### config.mk
export PLATFORM = sky130hd
export DESIGN_NAME = sorted_record_list_flat
export DESIGN_NICKNAME = d
export VERILOG_FILES = /design/src/hdl/srl_pkg.sv /design/src/hdl/srl_req_if.sv /design/src/hdl/srl_res_if.sv /design/src/hdl/sorted_record_list.sv /design/src/flat_wrapper.sv
export SDC_FILE = /design/constraint.sdc
export NUM_CORES = 2
export LEC_CHECK = 0
export ABC_AREA = 1
export BUFFER_PORTS_ARGS = -buffer_cell sky130_fd_sc_hd__buf_4
export CORE_MARGIN = 2
export CORE_UTILIZATION = 40
export DETAILED_ROUTE_END_ITERATION = 8
export PLACE_DENSITY = 0.58
export SETUP_SLACK_MARGIN = 0.2
export SLEW_MARGIN = 30
export SYNTH_ARGS = -nofsm -noshare
export SYNTH_HDL_FRONTEND = slang
export SYNTH_SLANG_ARGS = --single-unit
### constraint.sdc
create_clock -name clk -period 6.7 [get_ports clk]
set_input_delay 2.01 -clock clk [delete_from_list [all_inputs] [get_ports clk]]
set_output_delay 2.01 -clock clk [all_outputs]
set_load 0.01 [all_outputs]
### src/hdl/srl_pkg.sv
// Shared types and constants for the sorted record list.
`timescale 1ns / 1ps
`default_nettype none

package srl_pkg;

  // Default list depth
  localparam int MAX_ENTRIES_DEF = 64;

  // Payload field widths
  localparam int REQ_W    = 3;
  localparam int POS_W    = 8;
  localparam int FIELD_W  = 16;
  localparam int COUNT_W  = 7;
  localparam int STATUS_W = 2;

  // Request kinds; codes 5..7 are no-ops
  typedef enum logic [REQ_W-1:0] {
    REQ_INS_KEY = 3'd0,
    REQ_INS_POS = 3'd1,
    REQ_REMOVE  = 3'd2,
    REQ_WRITE   = 3'd3,
    REQ_READ    = 3'd4
  } req_kind_t;

  // Result status codes
  typedef enum logic [STATUS_W-1:0] {
    ST_OK    = 2'd0,
    ST_RANGE = 2'd1,
    ST_FULL  = 2'd2
  } status_t;

  // One stored record, 48 bits
  typedef struct packed {
    logic [FIELD_W-1:0] id;
    logic [FIELD_W-1:0] rate;
    logic [FIELD_W-1:0] hours;
  } rec_t;

  // Sequencer states
  typedef enum logic [2:0] {
    S_IDLE,
    S_INSERT,
    S_REMOVE,
    S_READ,
    S_DONE
  } state_t;

endpackage

`default_nettype wire

### src/hdl/srl_req_if.sv
// Request channel interface: valid/ready plus one request.
`timescale 1ns / 1ps
`default_nettype none

interface srl_req_if;
  logic                         valid;
  logic                         ready;
  logic [srl_pkg::REQ_W-1:0]    req_type;
  logic [srl_pkg::POS_W-1:0]    position;
  logic [srl_pkg::FIELD_W-1:0]  rec_id;
  logic [srl_pkg::FIELD_W-1:0]  rec_rate;
  logic [srl_pkg::FIELD_W-1:0]  rec_hours;

  modport source (
    output valid, req_type, position, rec_id, rec_rate, rec_hours,
    input  ready
  );
  modport sink (
    input  valid, req_type, position, rec_id, rec_rate, rec_hours,
    output ready
  );
endinterface

`default_nettype wire

### src/hdl/srl_res_if.sv
// Result channel interface: valid/ready plus one result.
`timescale 1ns / 1ps
`default_nettype none

interface srl_res_if;
  logic                          valid;
  logic                          ready;
  logic [srl_pkg::STATUS_W-1:0]  status;
  logic [srl_pkg::COUNT_W-1:0]   entry_count;
  logic [srl_pkg::FIELD_W-1:0]   out_id;
  logic [srl_pkg::FIELD_W-1:0]   out_rate;
  logic [srl_pkg::FIELD_W-1:0]   out_hours;

  modport source (
    output valid, status, entry_count, out_id, out_rate, out_hours,
    input  ready
  );
  modport sink (
    input  valid, status, entry_count, out_id, out_rate, out_hours,
    output ready
  );
endinterface

`default_nettype wire

### src/hdl/sorted_record_list.sv
// Sorted record list top level: record memory, walk sequencer, result register.
`timescale 1ns / 1ps
`default_nettype none

// Bounded list of up to MAX_ENTRIES records (id, rate, hours) held in one
// synchronous memory with a registered read. One request is worked at a time.
// Inserts (by key or at a position) and removes walk the memory one entry per
// cycle, reading the next entry while writing the current one, from the start
// slot or position to the end of the list. A read, an overwrite, a rejected
// request or an unused code does not walk. The record memory has a single
// write port. Results sit in an output register, so the next request is
// taken while a result waits, and a sequencer that has finished only holds
// if that register is still occupied. Insert by key places the new record
// after all entries of equal or higher rate, searching from the head of the
// list.
module sorted_record_list #(
  parameter int MAX_ENTRIES = srl_pkg::MAX_ENTRIES_DEF
) (
  input  wire logic  clk,
  input  wire logic  rst,
  srl_req_if.sink    req,
  srl_res_if.source  res
);

  localparam int AW = $clog2(MAX_ENTRIES);
  localparam int CW = $clog2(MAX_ENTRIES + 1);
  localparam int LW = ((CW > srl_pkg::POS_W) ? CW : srl_pkg::POS_W) + 1;

  // Control and working registers
  srl_pkg::state_t  state, state_next;
  logic [CW-1:0]    cnt;
  logic [AW-1:0]    ptr;
  logic             found;
  srl_pkg::rec_t    carry;
  srl_pkg::status_t res_status;
  srl_pkg::rec_t    res_rec;

  // Output register
  logic                           out_valid;
  logic [srl_pkg::STATUS_W-1:0]   out_status;
  logic [srl_pkg::COUNT_W-1:0]    out_count;
  srl_pkg::rec_t                  out_rec;

  // Record memory ports
  srl_pkg::rec_t  mem [MAX_ENTRIES];
  srl_pkg::rec_t  q;
  srl_pkg::rec_t  wd;
  logic           we;
  logic [AW-1:0]  wa;
  logic [AW-1:0]  ra;

  // Request decode
  logic             accept;
  logic [LW-1:0]    pos_ext, cnt_ext, pos_m1;
  logic             pos_zero, in_range, in_range_ins, is_full;
  logic [AW-1:0]    pos_idx, pos_addr;
  srl_pkg::rec_t    new_rec;
  srl_pkg::state_t  acc_state;
  srl_pkg::status_t acc_status;
  logic [AW-1:0]    acc_ptr;
  logic             acc_found;
  logic             acc_write;

  // Walk decode
  logic ins_end, ins_hit, rem_last, out_free;

  assign accept = req.valid && req.ready;
  assign pos_ext = LW'(req.position);
  assign cnt_ext = LW'(cnt);
  assign pos_m1 = pos_ext - LW'(1);
  assign pos_zero = (req.position == '0);
  assign in_range = !pos_zero && (pos_ext <= cnt_ext);
  assign in_range_ins = !pos_zero && (pos_ext <= cnt_ext + LW'(1));
  assign is_full = (cnt_ext == LW'(MAX_ENTRIES));
  assign pos_idx = pos_m1[AW-1:0];
  assign pos_addr = pos_ext[AW-1:0];
  assign new_rec = '{id: req.rec_id, rate: req.rec_rate, hours: req.rec_hours};

  assign ins_end = (CW'(ptr) == cnt);
  assign ins_hit = found || (q.rate < carry.rate);
  assign rem_last = ((CW'(ptr) + CW'(1)) == cnt);
  assign out_free = !out_valid || res.ready;

  // What an accepted request does first
  always_comb begin
    acc_state = srl_pkg::S_DONE;
    acc_status = srl_pkg::ST_OK;
    acc_ptr = pos_idx;
    acc_found = 1'b1;
    acc_write = 1'b0;
    case (req.req_type)
      srl_pkg::REQ_INS_KEY: begin
        if (is_full) begin
          acc_status = srl_pkg::ST_FULL;
        end else begin
          acc_state = srl_pkg::S_INSERT;
          acc_ptr = '0;
          acc_found = 1'b0;
        end
      end
      srl_pkg::REQ_INS_POS: begin
        if (!in_range_ins) begin
          acc_status = srl_pkg::ST_RANGE;
        end else if (is_full) begin
          acc_status = srl_pkg::ST_FULL;
        end else begin
          acc_state = srl_pkg::S_INSERT;
        end
      end
      srl_pkg::REQ_REMOVE: begin
        if (!in_range) begin
          acc_status = srl_pkg::ST_RANGE;
        end else begin
          acc_state = srl_pkg::S_REMOVE;
        end
      end
      srl_pkg::REQ_WRITE: begin
        if (!in_range) begin
          acc_status = srl_pkg::ST_RANGE;
        end else begin
          acc_write = 1'b1;
        end
      end
      srl_pkg::REQ_READ: begin
        if (!in_range) begin
          acc_status = srl_pkg::ST_RANGE;
        end else begin
          acc_state = srl_pkg::S_READ;
        end
      end
      default: begin
        acc_status = srl_pkg::ST_OK;
      end
    endcase
  end

  // Next state
  always_comb begin
    state_next = state;
    case (state)
      srl_pkg::S_IDLE: begin
        if (accept) begin
          state_next = acc_state;
        end
      end
      srl_pkg::S_INSERT: begin
        if (ins_end) begin
          state_next = srl_pkg::S_DONE;
        end
      end
      srl_pkg::S_REMOVE: begin
        if (rem_last) begin
          state_next = srl_pkg::S_DONE;
        end
      end
      srl_pkg::S_READ: begin
        state_next = srl_pkg::S_DONE;
      end
      srl_pkg::S_DONE: begin
        if (out_free) begin
          state_next = srl_pkg::S_IDLE;
        end
      end
      default: begin
        state_next = srl_pkg::S_IDLE;
      end
    endcase
  end

  // Outputs: handshake and memory port control
  always_comb begin
    req.ready = 1'b0;
    we = 1'b0;
    wa = ptr;
    wd = carry;
    ra = ptr;
    case (state)
      srl_pkg::S_IDLE: begin
        req.ready = 1'b1;
        we = accept && acc_write;
        wa = pos_idx;
        wd = new_rec;
        // prefetch the first entry the walk will look at
        if (req.req_type == srl_pkg::REQ_REMOVE) begin
          ra = pos_addr;
        end else if (req.req_type == srl_pkg::REQ_INS_KEY) begin
          ra = '0;
        end else begin
          ra = pos_idx;
        end
      end
      srl_pkg::S_INSERT: begin
        // write the carried record from the insertion point on
        we = ins_end || ins_hit;
        wd = carry;
        ra = ptr + AW'(1);
      end
      srl_pkg::S_REMOVE: begin
        // pull the next entry down one slot
        we = !rem_last;
        wd = q;
        ra = ptr + AW'(2);
      end
      default: begin
        we = 1'b0;
      end
    endcase
  end

  // Record memory
  always_ff @(posedge clk) begin
    if (we) begin
      mem[wa] <= wd;
    end
    q <= mem[ra];
  end

  // Sequencer and count
  always_ff @(posedge clk) begin
    if (rst) begin
      state <= srl_pkg::S_IDLE;
      cnt <= '0;
    end else begin
      state <= state_next;
      if (state == srl_pkg::S_INSERT && ins_end) begin
        cnt <= cnt + CW'(1);
      end else if (state == srl_pkg::S_REMOVE && rem_last) begin
        cnt <= cnt - CW'(1);
      end
    end
  end

  // Walk datapath
  always_ff @(posedge clk) begin
    case (state)
      srl_pkg::S_IDLE: begin
        if (accept) begin
          ptr <= acc_ptr;
          found <= acc_found;
          carry <= new_rec;
          res_status <= acc_status;
          res_rec <= '0;
        end
      end
      srl_pkg::S_INSERT: begin
        if (!ins_end) begin
          ptr <= ptr + AW'(1);
          if (ins_hit) begin
            carry <= q;
            found <= 1'b1;
          end
        end
      end
      srl_pkg::S_REMOVE: begin
        if (!rem_last) begin
          ptr <= ptr + AW'(1);
        end
      end
      srl_pkg::S_READ: begin
        res_rec <= q;
      end
      default: begin
        ptr <= ptr;
      end
    endcase
  end

  // Result register
  always_ff @(posedge clk) begin
    if (rst) begin
      out_valid <= 1'b0;
    end else if (state == srl_pkg::S_DONE && out_free) begin
      out_valid <= 1'b1;
    end else if (res.ready) begin
      out_valid <= 1'b0;
    end
  end

  always_ff @(posedge clk) begin
    if (state == srl_pkg::S_DONE && out_free) begin
      out_status <= res_status;
      out_count <= srl_pkg::COUNT_W'(cnt);
      out_rec <= res_rec;
    end
  end

  assign res.valid = out_valid;
  assign res.status = out_status;
  assign res.entry_count = out_count;
  assign res.out_id = out_rec.id;
  assign res.out_rate = out_rec.rate;
  assign res.out_hours = out_rec.hours;

endmodule

`default_nettype wire

### src/flat_wrapper.sv
// flat-port wrapper written by rule: the top's interface ports become plain ports
module sorted_record_list_flat 
#(
  parameter int MAX_ENTRIES = srl_pkg::MAX_ENTRIES_DEF
)
  (clk, rst, req_valid, req_req_type, req_position, req_rec_id, req_rec_rate, req_rec_hours, req_ready, res_valid, res_status, res_entry_count, res_out_id, res_out_rate, res_out_hours, res_ready);
  srl_req_if req_i ();
  srl_res_if res_i ();
  input  wire logic clk;
  input  wire logic rst;
  input wire logic [$bits(req_i.valid)-1:0] req_valid;
  input wire logic [$bits(req_i.req_type)-1:0] req_req_type;
  input wire logic [$bits(req_i.position)-1:0] req_position;
  input wire logic [$bits(req_i.rec_id)-1:0] req_rec_id;
  input wire logic [$bits(req_i.rec_rate)-1:0] req_rec_rate;
  input wire logic [$bits(req_i.rec_hours)-1:0] req_rec_hours;
  output wire logic [$bits(req_i.ready)-1:0] req_ready;
  output wire logic [$bits(res_i.valid)-1:0] res_valid;
  output wire logic [$bits(res_i.status)-1:0] res_status;
  output wire logic [$bits(res_i.entry_count)-1:0] res_entry_count;
  output wire logic [$bits(res_i.out_id)-1:0] res_out_id;
  output wire logic [$bits(res_i.out_rate)-1:0] res_out_rate;
  output wire logic [$bits(res_i.out_hours)-1:0] res_out_hours;
  input wire logic [$bits(res_i.ready)-1:0] res_ready;
  assign req_i.valid = req_valid;
  assign req_i.req_type = req_req_type;
  assign req_i.position = req_position;
  assign req_i.rec_id = req_rec_id;
  assign req_i.rec_rate = req_rec_rate;
  assign req_i.rec_hours = req_rec_hours;
  assign req_ready = req_i.ready;
  assign res_valid = res_i.valid;
  assign res_status = res_i.status;
  assign res_entry_count = res_i.entry_count;
  assign res_out_id = res_i.out_id;
  assign res_out_rate = res_i.out_rate;
  assign res_out_hours = res_i.out_hours;
  assign res_i.ready = res_ready;
  sorted_record_list #(.MAX_ENTRIES(MAX_ENTRIES)) u_core (.clk(clk), .rst(rst), .req(req_i), .res(res_i));
endmodule
[After elaboration in Yosys (flattened, before gate mapping)]
Memory sizes are Yosys's and may differ from the RTL's. A register that Yosys moved wholly into a read port is not among the register bits.
Cells that the tools add are included.
Word-level totals
  RAM bits: 3072
  memories: 1
  bits of input ports: 63
  output and inout port bits: 59
  register bits after elaboration: 173
  logic and storage cells: 120
Memories
  u_core.mem: words 64, bits a word 48, read ports 1, clocked after Yosys merged registers in 1, wr ports 1, RTL line sorted_record_list.sv:45  | srl_pkg::rec_t mem [MAX_ENTRIES];
Cells by class
  muxes and demuxes: 47
  eq/ne operators: 18
  magnitude comparators: 3
  reduce and logical (&&, ||, !) cells: 27
  add/subtract/negate cells: 7
Operators by type and width (count)
  $pmux W48 S2: 3
  $mux W48: 4
  $mux W6: 8
  $pmux W6 S3: 2
  $mux W3: 8
  $lt A16 B16 Y1: 1
  $pmux W3 S5: 1
  $mux W7: 2
  $mux W1: 13
  $eq A3 B2 Y1 const B: 4
  $pmux W3 S4: 1
  $reduce_and A4 Y1: 3
  $ne A2 B1 Y1 const B: 5
  $add A7 B1 Y8 const B: 1
  $le A8 B7 Y1: 1
  $le A8 B8 Y1: 1
  $logic_not A8 Y1: 1
  $reduce_bool A2 Y1: 4
  $add A6 B1 Y7 const B: 1
  $add A7 B1 Y7 const B: 1
  $eq A6 B7 Y1: 1
  $eq A7 B7 Y1: 1
  $eq A7 B7 Y1 const B: 1
  $logic_and A1 B1 Y1: 7
  17 further kinds: 27

[Depth between registers and ports, before layout]
  depth after elaboration: 9
  mapped depth: 18
  mapped depth without buffers: 17

[Worst setup path after synthesis]
OpenSTA, ideal clock, no wires.
  path kind: input -> register
  start point: in res_ready
  end point: reg u_core.out_count, in the netlist u_core.res.entry_count[0] (enable)
  required time: 6.155 ns
  path buffers: 0
  setup time: 0.545 ns
  cell stages on the path: 2
  arrival time: 5.987 ns
  slack: 0.168 ns
  cells stage by stage: nor2_1 -> nor3_1
Between the ends
  cells in the longest elaborated chain, start to end: 2
Ends and longest elaborated chain
  start: declaration: RTL line flat_wrapper.sv:24  | input wire logic [$bits(res_i.ready)-1:0] res_ready;
  $logic_or A1 B1 Y1: RTL line sorted_record_list.sv:82  | assign out_free = !out_valid || res.ready;
  $logic_and A1 B1 Y1: RTL line sorted_record_list.sv:280  | if (state == srl_pkg::S_DONE && out_free) begin
  end signal: assignment: RTL line sorted_record_list.sv:282  | out_count <= srl_pkg::COUNT_W'(cnt);
  end: declaration: RTL line sorted_record_list.sv:41  | logic [srl_pkg::COUNT_W-1:0] out_count;
Every way passes these cells.
A chain may end at the register's enable or synchronous reset.

[Worst setup path in the final report]
  start point: in req_req_type[0]
  end point: reg, netlist name u_core.q[32]
Between the ends
  cells in the longest elaborated chain, start to end: 4
  elaborated cells between the ends (all ways): 5
  those cells by class: eq/ne (1); mux (3); reduce/logical (1)
Ends and longest elaborated chain
  start: declaration: RTL line flat_wrapper.sv:12  | input wire logic [$bits(req_i.req_type)-1:0] req_req_type;
  $logic_not A3 Y1: RTL line sorted_record_list.sv:186  | end else if (req.req_type == srl_pkg::REQ_INS_KEY) begin
  $mux W6: RTL line sorted_record_list.sv:186
  $mux W6 *: RTL line sorted_record_list.sv:184  | if (req.req_type == srl_pkg::REQ_REMOVE) begin
  $pmux W6 S3 *: RTL line sorted_record_list.sv:177  | case (state)
Mark *: on every way between the ends. The rest lies on a longest branch, timed or not.

==> flow_summary.json <==
{
  "num-nets-final": 12674,
  "setup_violations": 0,
  "syn_inst": 12640,
  "clock_path_buffers": 4,
  "synth_ff_type": "edfxtp_1",
  "synthTopCellsByArea": "edfxtp_1 (70%), nand2_1 (13%), nand3_1 (11%), buf_2 (1.9%), dfxtp_1 (0.85%)",
  "synth_top_area_share_pct": 69.9,
  "hold_buffers": 0,
  "nFillCells": 31576,
  "synth_edf_count": 3234,
  "yosysWarnings": 0,
  "grt_overflow": 0,
  "drive_above_1_share_pct": 8.03,
  "post-cts-setup-buffer-count": 0,
  "syn2layout_area_growth_pct": 13.2,
  "vias": 97802,
  "final_common_cell": "nand2_1",
  "cts_tree": "built",
  "drt-vias-per-instance": 5.61,
  "report.final.slew_viol_count": 0,
  "required_ns": 7.49,
  "finClkSkew_ns": 0.0392,
  "multi_input_area_sq_mm": 0.0369,
  "tightest_slew_ns": 1.02,
  "drtIter0Drc": 12447,
  "worstSetupPathType": "primary input to flop",
  "die_w_um": 593,
  "layout_min_cycle_time_ns": 5.19,
  "clock_latency_ns": 0.89,
  "synth_fp_nets": 12745,
  "numCtsBuffers": 342,
  "grt_use_total_pct": 24.1,
  "cts_root_buffer": "clkbuf_16",
  "dp_hpwl_mm": 227,
  "avgSynthCellArea_sq_um": 11.0,
  "ys_async_sr_fraction_pct": 0,
  "synth_top_area_cell": "edfxtp_1",
  "initial_core_util_pct": 40.1,
  "ys_seq_area_share_pct": 70.8,
  "fp.dieH_um": 593,
  "globalplace.congestion": 0.838,
  "cts_resized": 0,
  "finalHoldViolations": 0,
  "leakagePower_nw": 59.5,
  "core_area_sq_mm": 0.346,
  "ys_ff_latch": 3293,
  "layout_common_cells": "nand2_1 (4,883), edfxtp_1 (3,234), nand3_1 (3,017), clkbuf_16 (350), buf_4 (338)",
  "regArea_sq_mm": 0.0983,
  "antenna_found_initial": 33,
  "cp-end-kind": "flop",
  "cts_max_level": 5,
  "cp_max_fo": 111,
  "die_area_sq_mm": 0.352,
  "ant_nets": 0,
  "drc_errors": 0,
  "finalSetupTns_ns": 0,
  "syn_area_sq_mm": 0.139,
  "max-cap-violations": 0,
  "firstDrtPassIters": 8,
  "grt_max_degree": 177,
  "timing.final.crit_share_pct": 77.5,
  "slew_headroom_pct": 31.8,
  "wl_mm": 434,
  "io_pins": 122,
  "rows": 216,
  "clock.fmax_mhz": 193,
  "pre_cts_slack_ns": 0.738,
  "hp-class": "flop to flop",
  "wl_per_cell_um": 24.9,
  "power.density_mw_per_mm2": 550,
  "rsz0062_at_grt": "no",
  "path_clk_slew_ns": 0.06,
  "worstPathArrival_ns": 5.98,
  "utilization_pct": 45.5,
  "io_buffer_count": 121,
  "cts.sinks": 3293,
  "grt_pass1_vias": 90646,
  "status": "finished, final reports clean",
  "grt_pass1_wl_mm": 633,
  "peakVddDrop_mv": 0.806,
  "ys_types": 41,
  "fin_ws_ns": 1.51,
  "cp-start-kind": "primary input"
}
## cells in the mapped netlist, types with 2 or more instances
master    instances
nand3_2           2
nor3b_1           2
o21a_1            2
a31oi_1           2
or2_2             2
edfxtp_1       3234
nor2_2            5
a21oi_1          34
ha_1             41
xnor2_1           6
nand4_1           9
buf_1            54
nand2_2           3
o221ai_1         16
nand2_1        4885
o21ai_0          80
o211ai_1         33
nand3_1        3018
xor2_1           11
nor2_1          162
clkbuf_1        262
inv_2             9
buf_4            28
buf_2           526
nor3_1            6
inv_1           126
o21ai_1           6
o22ai_1           5
dfxtp_1          59
## state kept, by name, summed over array words and instances (netlist names), 7 cells and up
signal,flops
u_core.q,48
u_core.carry,48
u_core.res.out_id,16
u_core.cnt,7
u_core.res.entry_count,7
u_core.mem,3072
u_core.res_rec,48
u_core.res.out_rate,16
u_core.res.out_hours,16
## routing by layer
| metal | vias up | global-route usage, % | share of wire [%] |
|---|---|---|---|
| li1 | 43868 | - | - |
| met1 | 48513 | 35.4 | 43 |
| met2 | 4813 | 37.4 | 45 |
| met3 | 604 | 3.86 | 9.8 |
| met4 | 4 | 5.96 | 2.2 |
| met5 | - | 0 | 0.0062 |
## power by group
group	switching, mW	internal [mW]	total, mW
Sequential	0.714	27.4	28.1
Clock	8.00	10.8	18.8
Combinational	30.0	9.50	39.5
## critical path, cell delays in order
cell	delay, ns
buf_4	0.13
nor2_2	0.24
nand2_1	0.17
nand2_1	0.13
nand3_4	0.40
nand2_4	0.61
buf_12	0.41
buf_4	0.45
nand2_1	0.09
nand2_1	0.09
nand2_1	0.06
nand3_1	0.12
nand3_1	0.08
nand3_1	0.14
nand3_1	0.43
nand2_1	0.18
## layout make-up
cell class | count | area share [%]
clock buffers | 440 | 5.82
multi-input cells | 8341 | 23.5
well taps | 4578 | 3.64
inverters | 136 | 0.342
clock inverters | 179 | 1.09
flip-flops and latches | 3293 | 62.5
repair buffers | 455 | 3.11
diodes | 16 | 0.0255
## cells by family (layout without fill, tap and decap cells)
kind of cell               count (synthesis)  count (layout)  synth area share, %
DFF                                     3293            3293                 70.8
adders and majority gates                 42              42                0.384
xor gates and xnor gates                  17              17                0.107
other                                      0              16                    0
and+or+nand+nor                         8099            8099                 24.7
AOI/OAI and AO/OA                        183             183                0.782
buffers and inverters                   1006            1210                 3.27
## stage by stage
stage,cell area [sq um],hold WS (ns),cells,power (mW)
2_1_floorplan,139000,0.400,12640,51.8
3_3_place_gp,146000,0.403,16799,67.2
3_5_place_dp,146000,0.405,16802,67.4
4_1_cts,157000,0.419,17421,86.2
5_1_grt,157000,0.426,17432,90.6
6_report,157000,0.418,17438,86.5
## path summary, 6_finish.rpt
| path | startpoint | to | slack (ns) | cells past startpoint |
|---|---|---|---|---|
| setup / recovery | req_req_type[0] | u_core.q[32] | 1.51 | 16 |
| hold / removal | u_core.res_rec[17] | u_core.res.out_rate[1] | 0.42 | 0 |
| setup reg to reg | u_core.q[31] | u_core.mem[15][30] | 2.05 | 10 |
| hold reg to reg | u_core.res_rec[17] | u_core.res.out_rate[1] | 0.42 | 0 |
Note: power is estimated with default switching activity, not from simulation.
